## src/tws_pkg.sv

```systemverilog
`default_nettype none
// ----------------------------------------------------------------------------
// Three-wire serial master package
// Transfer types, field layouts, constants and BCD helpers shared by the core.
// ----------------------------------------------------------------------------
package tws_pkg;

    localparam int unsigned ByteBits   = 8;
    localparam int unsigned FrameBits  = 2 * ByteBits;
    localparam int unsigned CountBits  = $clog2(FrameBits + 1);
    localparam int unsigned ApbData    = 32;
    localparam int unsigned ApbAddr    = 3;

    // Request codes carried in req_type.
    localparam logic [1:0] ReqTick  = 2'd0;
    localparam logic [1:0] ReqWrite = 2'd1;
    localparam logic [1:0] ReqRead  = 2'd2;

    // Register index taken from the word address.
    localparam logic RegHalfPeriod = 1'b0;

    localparam logic [ByteBits-1:0] HalfPeriodReset = 8'd1;
    localparam logic [ByteBits-1:0] ReadForceMask   = 8'h01;
    localparam logic [ByteBits-1:0] TopBitSet       = 8'h80;
    localparam logic [ByteBits-1:0] TopBitClear     = 8'h7F;

    // Reciprocal of ten for 8-bit values: q = (v * 205) >> 11.
    localparam logic [ByteBits-1:0] RecipTen   = 8'd205;
    localparam int unsigned         RecipShift = 11;

    typedef struct packed {
        logic [1:0]          req_type;
        logic [ByteBits-1:0] command;
        logic [ByteBits-1:0] write_value;
        logic                bcd_convert;
        logic                clear_top_bit;
        logic                sda_in;
    } t_tws_in;

    typedef struct packed {
        logic                sclk;
        logic                sda_out;
        logic                sda_drive;
        logic                chip_enable;
        logic                busy_res;
        logic                done_res;
        logic [ByteBits-1:0] read_value;
        logic                rejected;
    } t_tws_out;

    // Binary to BCD, truncated to one byte.
    function automatic logic [ByteBits-1:0] to_bcd(input logic [ByteBits-1:0] v);
        logic [2*ByteBits-1:0] prod;
        logic [4:0]            q;
        logic [ByteBits-1:0]   q10;
        logic [ByteBits-1:0]   r;
        prod = {8'd0, v} * {8'd0, RecipTen};
        q    = prod[RecipShift+4:RecipShift];
        q10  = {q[4:0], 3'b000} + {2'b00, q[4:0], 1'b0};
        r    = v - q10;
        return {q[3:0], r[3:0]};
    endfunction

    // BCD to binary: low nibble plus ten times the high nibble.
    function automatic logic [ByteBits-1:0] from_bcd(input logic [ByteBits-1:0] v);
        return {4'd0, v[3:0]} + {1'b0, v[7:4], 3'b000} + {3'b000, v[7:4], 1'b0};
    endfunction

endpackage
`default_nettype wire

```

## src/tws_cfg.sv

```systemverilog
`default_nettype none
// ----------------------------------------------------------------------------
// Configuration registers
// APB-style slave holding the clock half period in ticks.
// ----------------------------------------------------------------------------
module tws_cfg (
    input  wire logic                            i_clk,
    input  wire logic                            i_rst_n,
    input  wire logic                            psel,
    input  wire logic                            penable,
    input  wire logic                            pwrite,
    input  wire logic [tws_pkg::ApbAddr-1:0]     paddr,
    input  wire logic [tws_pkg::ApbData-1:0]     pwdata,
    output logic      [tws_pkg::ApbData-1:0]     prdata,
    output logic                                 pready,
    output logic      [tws_pkg::ByteBits-1:0]    o_half_period
);

    logic [tws_pkg::ByteBits-1:0] r_half_period;
    logic                         hit;

    assign hit   = (paddr[tws_pkg::ApbAddr-1] == tws_pkg::RegHalfPeriod);
    assign pready = 1'b1;

    always_ff @(posedge i_clk) begin
        if (!i_rst_n) begin
            r_half_period <= tws_pkg::HalfPeriodReset;
        end else if (psel && penable && pwrite && hit) begin
            r_half_period <= pwdata[tws_pkg::ByteBits-1:0];
        end
    end

    always_comb begin
        prdata = '0;
        if (hit) begin
            prdata[tws_pkg::ByteBits-1:0] = r_half_period;
        end
    end

    assign o_half_period = r_half_period;

endmodule
`default_nettype wire

```

## src/tws_engine.sv

```systemverilog
`default_nettype none
// ----------------------------------------------------------------------------
// Transfer engine
// Input register, tick-driven shift and clock state, one result per item.
// ----------------------------------------------------------------------------
module tws_engine (
    input  wire logic                         i_clk,
    input  wire logic                         i_rst_n,
    input  wire logic [tws_pkg::ByteBits-1:0] i_half_period,
    input  wire logic                         i_valid,
    output logic                              o_ready,
    input  wire tws_pkg::t_tws_in             i_item,
    input  wire logic                         i_space,
    output logic                              o_res_valid,
    output tws_pkg::t_tws_out                 o_res
);

    localparam int unsigned W  = tws_pkg::ByteBits;
    localparam int unsigned CW = tws_pkg::CountBits;

    logic               r_s1_valid;
    tws_pkg::t_tws_in   r_s1_item;
    logic               advance;

    logic               r_active,      n_active;
    logic               r_reading,     n_reading;
    logic [2*W-1:0]     r_out_shift,   n_out_shift;
    logic [CW-1:0]      r_bit_count,   n_bit_count;
    logic               r_clock_phase, n_clock_phase;
    logic [W-1:0]       r_phase_ticks, n_phase_ticks;
    logic [W-1:0]       r_in_shift,    n_in_shift;
    logic               r_convert,     n_convert;
    logic               r_mask,        n_mask;

    logic               start_req;
    logic [W-1:0]       wdata;
    logic [W-1:0]       masked;
    logic               done;
    logic               rej;
    logic [W-1:0]       rval;

    assign advance = r_s1_valid && i_space;
    assign o_ready = !r_s1_valid || i_space;

    always_ff @(posedge i_clk) begin
        if (!i_rst_n) begin
            r_s1_valid <= 1'b0;
        end else if (o_ready) begin
            r_s1_valid <= i_valid;
        end
    end

    always_ff @(posedge i_clk) begin
        if (o_ready && i_valid) begin
            r_s1_item <= i_item;
        end
    end

    assign start_req = (r_s1_item.req_type == tws_pkg::ReqWrite)
                    || (r_s1_item.req_type == tws_pkg::ReqRead);
    assign wdata  = r_s1_item.bcd_convert ? tws_pkg::to_bcd(r_s1_item.write_value)
                                          : r_s1_item.write_value;
    assign masked = r_mask ? (r_in_shift & tws_pkg::TopBitClear) : r_in_shift;

    always_comb begin
        n_active      = r_active;
        n_reading     = r_reading;
        n_out_shift   = r_out_shift;
        n_bit_count   = r_bit_count;
        n_clock_phase = r_clock_phase;
        n_phase_ticks = r_phase_ticks;
        n_in_shift    = r_in_shift;
        n_convert     = r_convert;
        n_mask        = r_mask;
        done          = 1'b0;
        rej           = 1'b0;
        rval          = '0;
        if (!r_active && start_req) begin
            n_reading     = (r_s1_item.req_type == tws_pkg::ReqRead);
            n_convert     = r_s1_item.bcd_convert;
            n_mask        = r_s1_item.clear_top_bit;
            if (n_reading) begin
                n_out_shift = {{W{1'b0}}, r_s1_item.command | tws_pkg::ReadForceMask};
            end else begin
                n_out_shift = {wdata, r_s1_item.command};
            end
            n_active      = 1'b1;
            n_bit_count   = '0;
            n_clock_phase = 1'b0;
            n_phase_ticks = i_half_period;
            n_in_shift    = '0;
        end else if (r_active) begin
            rej = start_req;
            if (r_phase_ticks < i_half_period) begin
                n_phase_ticks = r_phase_ticks + W'(1);
            end else if (!r_clock_phase) begin
                if (r_bit_count >= CW'(tws_pkg::FrameBits)) begin
                    n_active = 1'b0;
                    done     = 1'b1;
                    if (r_reading) begin
                        rval = r_convert ? tws_pkg::from_bcd(masked) : masked;
                    end
                end else begin
                    // Read data is sampled on the tick that raises the clock.
                    if (r_reading && r_bit_count >= CW'(W)) begin
                        n_in_shift = {r_s1_item.sda_in, r_in_shift[W-1:1]};
                    end
                    n_clock_phase = 1'b1;
                    n_phase_ticks = W'(1);
                end
            end else begin
                n_clock_phase = 1'b0;
                n_phase_ticks = W'(1);
                n_bit_count   = r_bit_count + CW'(1);
                n_out_shift   = {1'b0, r_out_shift[2*W-1:1]};
            end
        end
    end

    always_comb begin
        o_res             = '0;
        o_res.sda_drive   = 1'b1;
        if (n_active) begin
            o_res.sclk = n_clock_phase;
            if (n_reading && n_bit_count >= CW'(W)) begin
                o_res.sda_drive = 1'b0;
            end else begin
                o_res.sda_out = n_out_shift[0];
            end
        end
        o_res.chip_enable = n_active;
        o_res.busy_res    = n_active;
        o_res.done_res    = done;
        o_res.read_value  = rval;
        o_res.rejected    = rej;
    end

    assign o_res_valid = advance;

    always_ff @(posedge i_clk) begin
        if (!i_rst_n) begin
            r_active      <= 1'b0;
            r_reading     <= 1'b0;
            r_out_shift   <= '0;
            r_bit_count   <= '0;
            r_clock_phase <= 1'b0;
            r_phase_ticks <= '0;
            r_in_shift    <= '0;
            r_convert     <= 1'b0;
            r_mask        <= 1'b0;
        end else if (advance) begin
            r_active      <= n_active;
            r_reading     <= n_reading;
            r_out_shift   <= n_out_shift;
            r_bit_count   <= n_bit_count;
            r_clock_phase <= n_clock_phase;
            r_phase_ticks <= n_phase_ticks;
            r_in_shift    <= n_in_shift;
            r_convert     <= n_convert;
            r_mask        <= n_mask;
        end
    end

    a_count_range: assert property (@(posedge i_clk) disable iff (!i_rst_n)
        r_bit_count <= CW'(tws_pkg::FrameBits))
        else $error("bit counter past end of frame");

    a_high_in_frame: assert property (@(posedge i_clk) disable iff (!i_rst_n)
        (r_active && r_clock_phase) |-> (r_bit_count < CW'(tws_pkg::FrameBits)))
        else $error("clock high after the last bit");

    a_start: assert property (@(posedge i_clk) disable iff (!i_rst_n)
        (advance && !r_active && start_req) |=> (r_active && r_bit_count == '0))
        else $error("start request did not open a transfer");

    a_done_ends: assert property (@(posedge i_clk) disable iff (!i_rst_n)
        (advance && done) |=> !r_active)
        else $error("transfer still active after done");

endmodule
`default_nettype wire

```

## src/tws_obuf.sv

```systemverilog
`default_nettype none
// ----------------------------------------------------------------------------
// Result buffer
// Two-entry queue that registers results and absorbs output stalls.
// ----------------------------------------------------------------------------
module tws_obuf (
    input  wire logic              i_clk,
    input  wire logic              i_rst_n,
    input  wire logic              i_push,
    input  wire tws_pkg::t_tws_out i_data,
    output logic                   o_space,
    output logic                   o_valid,
    input  wire logic              i_ready,
    output tws_pkg::t_tws_out      o_data
);

    tws_pkg::t_tws_out r_slot [2];
    logic              r_wr_ptr;
    logic              r_rd_ptr;
    logic [1:0]        r_count;
    logic              pop;

    assign o_valid = (r_count != 2'd0);
    assign o_space = (r_count != 2'd2);
    assign pop     = o_valid && i_ready;
    assign o_data  = r_slot[r_rd_ptr];

    always_ff @(posedge i_clk) begin
        if (i_push) begin
            r_slot[r_wr_ptr] <= i_data;
        end
    end

    always_ff @(posedge i_clk) begin
        if (!i_rst_n) begin
            r_wr_ptr <= 1'b0;
            r_rd_ptr <= 1'b0;
            r_count  <= 2'd0;
        end else begin
            if (i_push) begin
                r_wr_ptr <= !r_wr_ptr;
            end
            if (pop) begin
                r_rd_ptr <= !r_rd_ptr;
            end
            case ({i_push, pop})
                2'b10:   r_count <= r_count + 2'd1;
                2'b01:   r_count <= r_count - 2'd1;
                default: r_count <= r_count;
            endcase
        end
    end

endmodule
`default_nettype wire

```

## src/three_wire_serial_master_core.sv

```systemverilog
`default_nettype none
// Each result passes the input register and then the result queue before it is offered.
// Throughput: one item per cycle while the queue has room; the input register and
// the two-entry result queue keep the input open while a result waits to be taken.
// Reset (synchronous, active low) idles the bus, clears all transfer state
// and sets the half period to one tick.
// ----------------------------------------------------------------------------
// Three-wire serial master core
// Tick-driven LSB-first command and data transfers with optional BCD handling.
// ----------------------------------------------------------------------------
module three_wire_serial_master_core (
    input  wire logic                         i_clk,
    input  wire logic                         i_rst_n,
    input  wire logic                         i_in_valid,
    output logic                              o_in_ready,
    input  wire tws_pkg::t_tws_in             i_in_data,
    output logic                              o_out_valid,
    input  wire logic                         i_out_ready,
    output tws_pkg::t_tws_out                 o_out_data,
    input  wire logic                         psel,
    input  wire logic                         penable,
    input  wire logic                         pwrite,
    input  wire logic [tws_pkg::ApbAddr-1:0]  paddr,
    input  wire logic [tws_pkg::ApbData-1:0]  pwdata,
    output logic      [tws_pkg::ApbData-1:0]  prdata,
    output logic                              pready
);

    logic [tws_pkg::ByteBits-1:0] half_period;
    logic                         space;
    logic                         res_valid;
    tws_pkg::t_tws_out            res;

    tws_cfg u_cfg (
        .i_clk         (i_clk),
        .i_rst_n       (i_rst_n),
        .psel          (psel),
        .penable       (penable),
        .pwrite        (pwrite),
        .paddr         (paddr),
        .pwdata        (pwdata),
        .prdata        (prdata),
        .pready        (pready),
        .o_half_period (half_period)
    );

    tws_engine u_engine (
        .i_clk         (i_clk),
        .i_rst_n       (i_rst_n),
        .i_half_period (half_period),
        .i_valid       (i_in_valid),
        .o_ready       (o_in_ready),
        .i_item        (i_in_data),
        .i_space       (space),
        .o_res_valid   (res_valid),
        .o_res         (res)
    );

    tws_obuf u_obuf (
        .i_clk   (i_clk),
        .i_rst_n (i_rst_n),
        .i_push  (res_valid),
        .i_data  (res),
        .o_space (space),
        .o_valid (o_out_valid),
        .i_ready (i_out_ready),
        .o_data  (o_out_data)
    );

endmodule
`default_nettype wire
```

## config.mk

```make
export PLATFORM = sky130hd
export DESIGN_NAME = three_wire_serial_master_core
export DESIGN_NICKNAME = d
export VERILOG_FILES = /design/src/tws_pkg.sv /design/src/tws_cfg.sv /design/src/tws_engine.sv /design/src/tws_obuf.sv /design/src/three_wire_serial_master_core.sv
export SDC_FILE = /design/constraint.sdc
export NUM_CORES = 1
export LEC_CHECK = 0
export BUFFER_PORTS_ARGS = -buffer_cell sky130_fd_sc_hd__buf_4
export CAP_MARGIN = 30
export CORE_MARGIN = 1.5
export CORE_UTILIZATION = 51
export DETAILED_ROUTE_END_ITERATION = 16
export PLACE_DENSITY = 0.74
export REMOVE_ABC_BUFFERS = 1
export SETUP_SLACK_MARGIN = 0.5
export SLEW_MARGIN = 20
export SYNTH_ARGS = -nofsm -noshare
export SYNTH_HDL_FRONTEND = slang
export SYNTH_SLANG_ARGS = --single-unit
```

## constraint.sdc

```tcl
create_clock -name i_clk -period 6.65 [get_ports i_clk]
set_input_delay 0.665 -clock i_clk [delete_from_list [all_inputs] [get_ports i_clk]]
set_output_delay 0.665 -clock i_clk [all_outputs]
set_load 0.02 [all_outputs]
```

==> flow_summary.json <==
{
  "cts_setup_buffers": 0,
  "cts-htree-levels": 3,
  "fp.coreArea_mm2": 0.0120,
  "syn_to_final_growth_pct": 11.1,
  "fin_crit_ps": 5120,
  "yosysTopAreaCell": "edfxtp_1",
  "dpl.hpwl_um": 8840,
  "clock_latency_ps": 350,
  "num_vias": 4507,
  "drtAntennaViolNets": 0,
  "fmax_mhz": 195,
  "ys_warn_count": 0,
  "netlist_top_cells_area": "edfxtp_1 (24%), dfxtp_1 (18%), ha_1 (12%)",
  "swShare": 0.331,
  "wl_um": 11900,
  "critPathLaunch": "u_engine.r_s1_item[4]",
  "gp_congestion": 0.841,
  "cp.arrival_ps": 5320,
  "die_x_um": 113,
  "rows": 40,
  "worst_pin_slew_ps": 899,
  "seq_power_share": 0.399,
  "powerDensity_mw_per_mm2": 279,
  "clk_pin_slew_ps": 70,
  "rsz0062_at_grt": "no",
  "yosysMostFrequentCell": "nand2_1",
  "hold_buffers": 0,
  "grt_use_total": 0.195,
  "diodes": 0,
  "synth_seq_cells": 105,
  "switchingPower_mw": 0.637,
  "intPower_mw": 1.29,
  "grt_pass1_wl_um": 20100,
  "hold_viol": 0,
  "nFillCells": 1025,
  "p_comb_frac": 0.343,
  "cts-root-buf": "clkbuf_16",
  "startpoint_type": "register",
  "cts_tree": "yes",
  "r2r_start": "u_engine.r_s1_item[4]",
  "netlist_area_mm2": 0.00621,
  "grt_max_degree": 38,
  "syn_avg_cell_area_um2": 10.1,
  "crit_top_cell": "ha_1",
  "setup_viol": 0,
  "slew_viol_final": 0,
  "final_layout_size_suffix_gt1_frac": 0.158,
  "cts_buffer_depth": 2,
  "grt_pass1_vias": 4422,
  "slowest_delay_ps": 520,
  "crit_fanout": 6,
  "drc": 0,
  "seq_area_frac_synth": 0.417,
  "cts_buffers": 9,
  "async_flop_share": 0,
  "clock_sinks": 105,
  "fp.dieH_um": 113,
  "path_cells": "ha_1, xor2_1, ha_1, fa_1, inv_1, fa_1, inv_1, ha_1, a2111o_1, o22a_1, a21oi_1, xnor2_1, ha_1, xnor2_1, nand2_1, o21ai_0, a221oi_1, nor3_1",
  "cp_slowest_cell": "fa_1",
  "peakVddDrop_mv": 0.143,
  "maxCapViolations": 0,
  "synth_edf_count": 49,
  "avgViaCountPerCell": 5.54,
  "status": "finished clean",
  "ios": 113,
  "drtIter0Drc": 338,
  "post_drt_wl_per_cell_um": 14.7,
  "synth_top_area_frac": 0.237,
  "slew_headroom": 0.400,
  "hold_class": "register to register",
  "cp.required_ps": 6850,
  "post_cts_resized": 0,
  "fin_area_mm2": 0.00690,
  "fin_skew_ps": 11.2,
  "yosys-top-cells-count": "nand2_1 (63), ha_1 (62), dfxtp_1 (56), edfxtp_1 (49), nor2_1 (43)",
  "nets": 798,
  "postPlaceCellArea_mm2": 0.00662,
  "ys_types": 61,
  "clkPwrFrac": 0.258,
  "firstDrtPassIters": 4,
  "numPortBuffers": 61,
  "tns_ps": 0,
  "crit_type": "register to register",
  "power_leakage_nw": 2.92,
  "worstSetupEndpointType": "register",
  "fin_crit_sh": 0.770,
  "holdCritStartpoint": "u_engine.r_mask",
  "antenna_found_initial": 0,
  "initial_utilization": 0.519,
  "synthFlopType": "dfxtp_1",
  "grt-ovfl-total": 0,
  "die_area_mm2": 0.0128,
  "synthCells": 616
}
==> metrics by stage <==
step | cells | hold WS, ps | setup WS (ps) | power [mW] | utilization
finish | 813 | 465 | 1530 | 1.93 | 0.577
global route | 813 | 474 | 1220 | 2.05 | 0.577
CTS | 813 | 468 | 1520 | 1.94 | 0.577
detailed placement | 797 | 458 | 1550 | 1.44 | 0.554
global placement | 796 | 443 | 1700 | 1.41 | 0.553
floorplan | 587 | 434 | 2010 | 1.26 | -
==> power groups by stage <==
stage / combinational, mW / sequential, mW / clock, mW
final: 0.661 / 0.769 / 0.496
after global routing: 0.745 / 0.776 / 0.532
after CTS: 0.664 / 0.770 / 0.508
after detailed placement: 0.658 / 0.784 / 0
after global placement: 0.629 / 0.781 / 0
after floorplan: 0.490 / 0.770 / 0
==> layer usage <==
| metal | vias up | track usage | wire length (µm) |
|---|---|---|---|
| li1 | 2216 | - | - |
| met1 | 2161 | 0.248 | 5310 |
| met2 | 116 | 0.337 | 5990 |
| met3 | 14 | 0.0300 | 474 |
| met4 | 0 | 0.0742 | 137 |
| met5 | - | 0 | 0 |
==> placed cells by master (no fill, tap or decap), types with 8 or more instances in the layout <==
| cell type | netlist | routed |
|---|---|---|
| xnor2_1 | 13 | 13 |
| nand2_1 | 63 | 63 |
| buf_4 | 28 | 63 |
| mux2_2 | 15 | 15 |
| fa_1 | 12 | 12 |
| edfxtp_1 | 49 | 49 |
| inv_1 | 40 | 40 |
| nor2_1 | 43 | 42 |
| conb_1 | 2 | 25 |
| ha_1 | 62 | 62 |
| clkbuf_16 | 0 | 9 |
| a21oi_1 | 39 | 39 |
| a221oi_1 | 14 | 14 |
| nor3_1 | 20 | 20 |
| nand3_1 | 11 | 11 |
| dfxtp_1 | 56 | 56 |
| mux2i_1 | 15 | 15 |
| o21ai_0 | 15 | 15 |
| nor2b_1 | 8 | 8 |
==> cell type report <==
type	instances	area, µm²	share of cell area
multi-input combinational	441	3220	0.467
sequential	105	2590	0.376
timing repair buffer	63	473	0.0685
clock buffer	10	229	0.0332
clock inverter	6	48.8	0.00707
tap	147	184	0.0266
inverter	41	154	0.0223
==> registers in the layout, indices dropped and copies added (netlist names), named ones only <==
name	flops
u_engine.r_out_shift	16
u_engine.r_bit_count	5
u_engine.r_s1_item	21
u_obuf.r_count	2
u_engine.r_reading	1
u_engine.r_s1_valid	1
u_obuf.r_wr_ptr	1
u_cfg.o_half_period	8
u_engine.r_clock_phase	1
u_engine.r_active	1
u_engine.r_mask	1
u_engine.r_phase_ticks	8
u_engine.r_convert	1
u_engine.r_in_shift	8
u_obuf.r_rd_ptr	1
u_obuf.r_slot	28
==> final timing paths <==
path / slack [ps] / cells after the start / to
hold / removal: 460 / 2 / u_engine.r_mask
setup reg to reg: 1530 / 18 / u_engine.r_out_shift[10]
setup / recovery: 1530 / 18 / u_engine.r_out_shift[10]
hold reg to reg: 460 / 2 / u_engine.r_mask
==> worst max-delay path: cells and delay by family, from the launching register on <==
kind	cells	cell delay (ps)
AOI/OAI and AO/OA	5	1340
xor gates and xnor gates	3	590
adders and majority gates	6	2340
buffers and inverters	2	100
DFF	1	490
and+or+nand+nor	2	130
==> cell families after synthesis <==
kind of cell             synth area share
AND/OR/NAND/NOR                     0.136
AO/OA/AOI/OAI                       0.122
buffers and inverters              0.0782
other                             0.00121
flip-flops                          0.417
XOR/XNOR                           0.0304
multiplexers                       0.0514
adder cells (fa/ha/maj)             0.164
(Power assumes the default switching activity.)
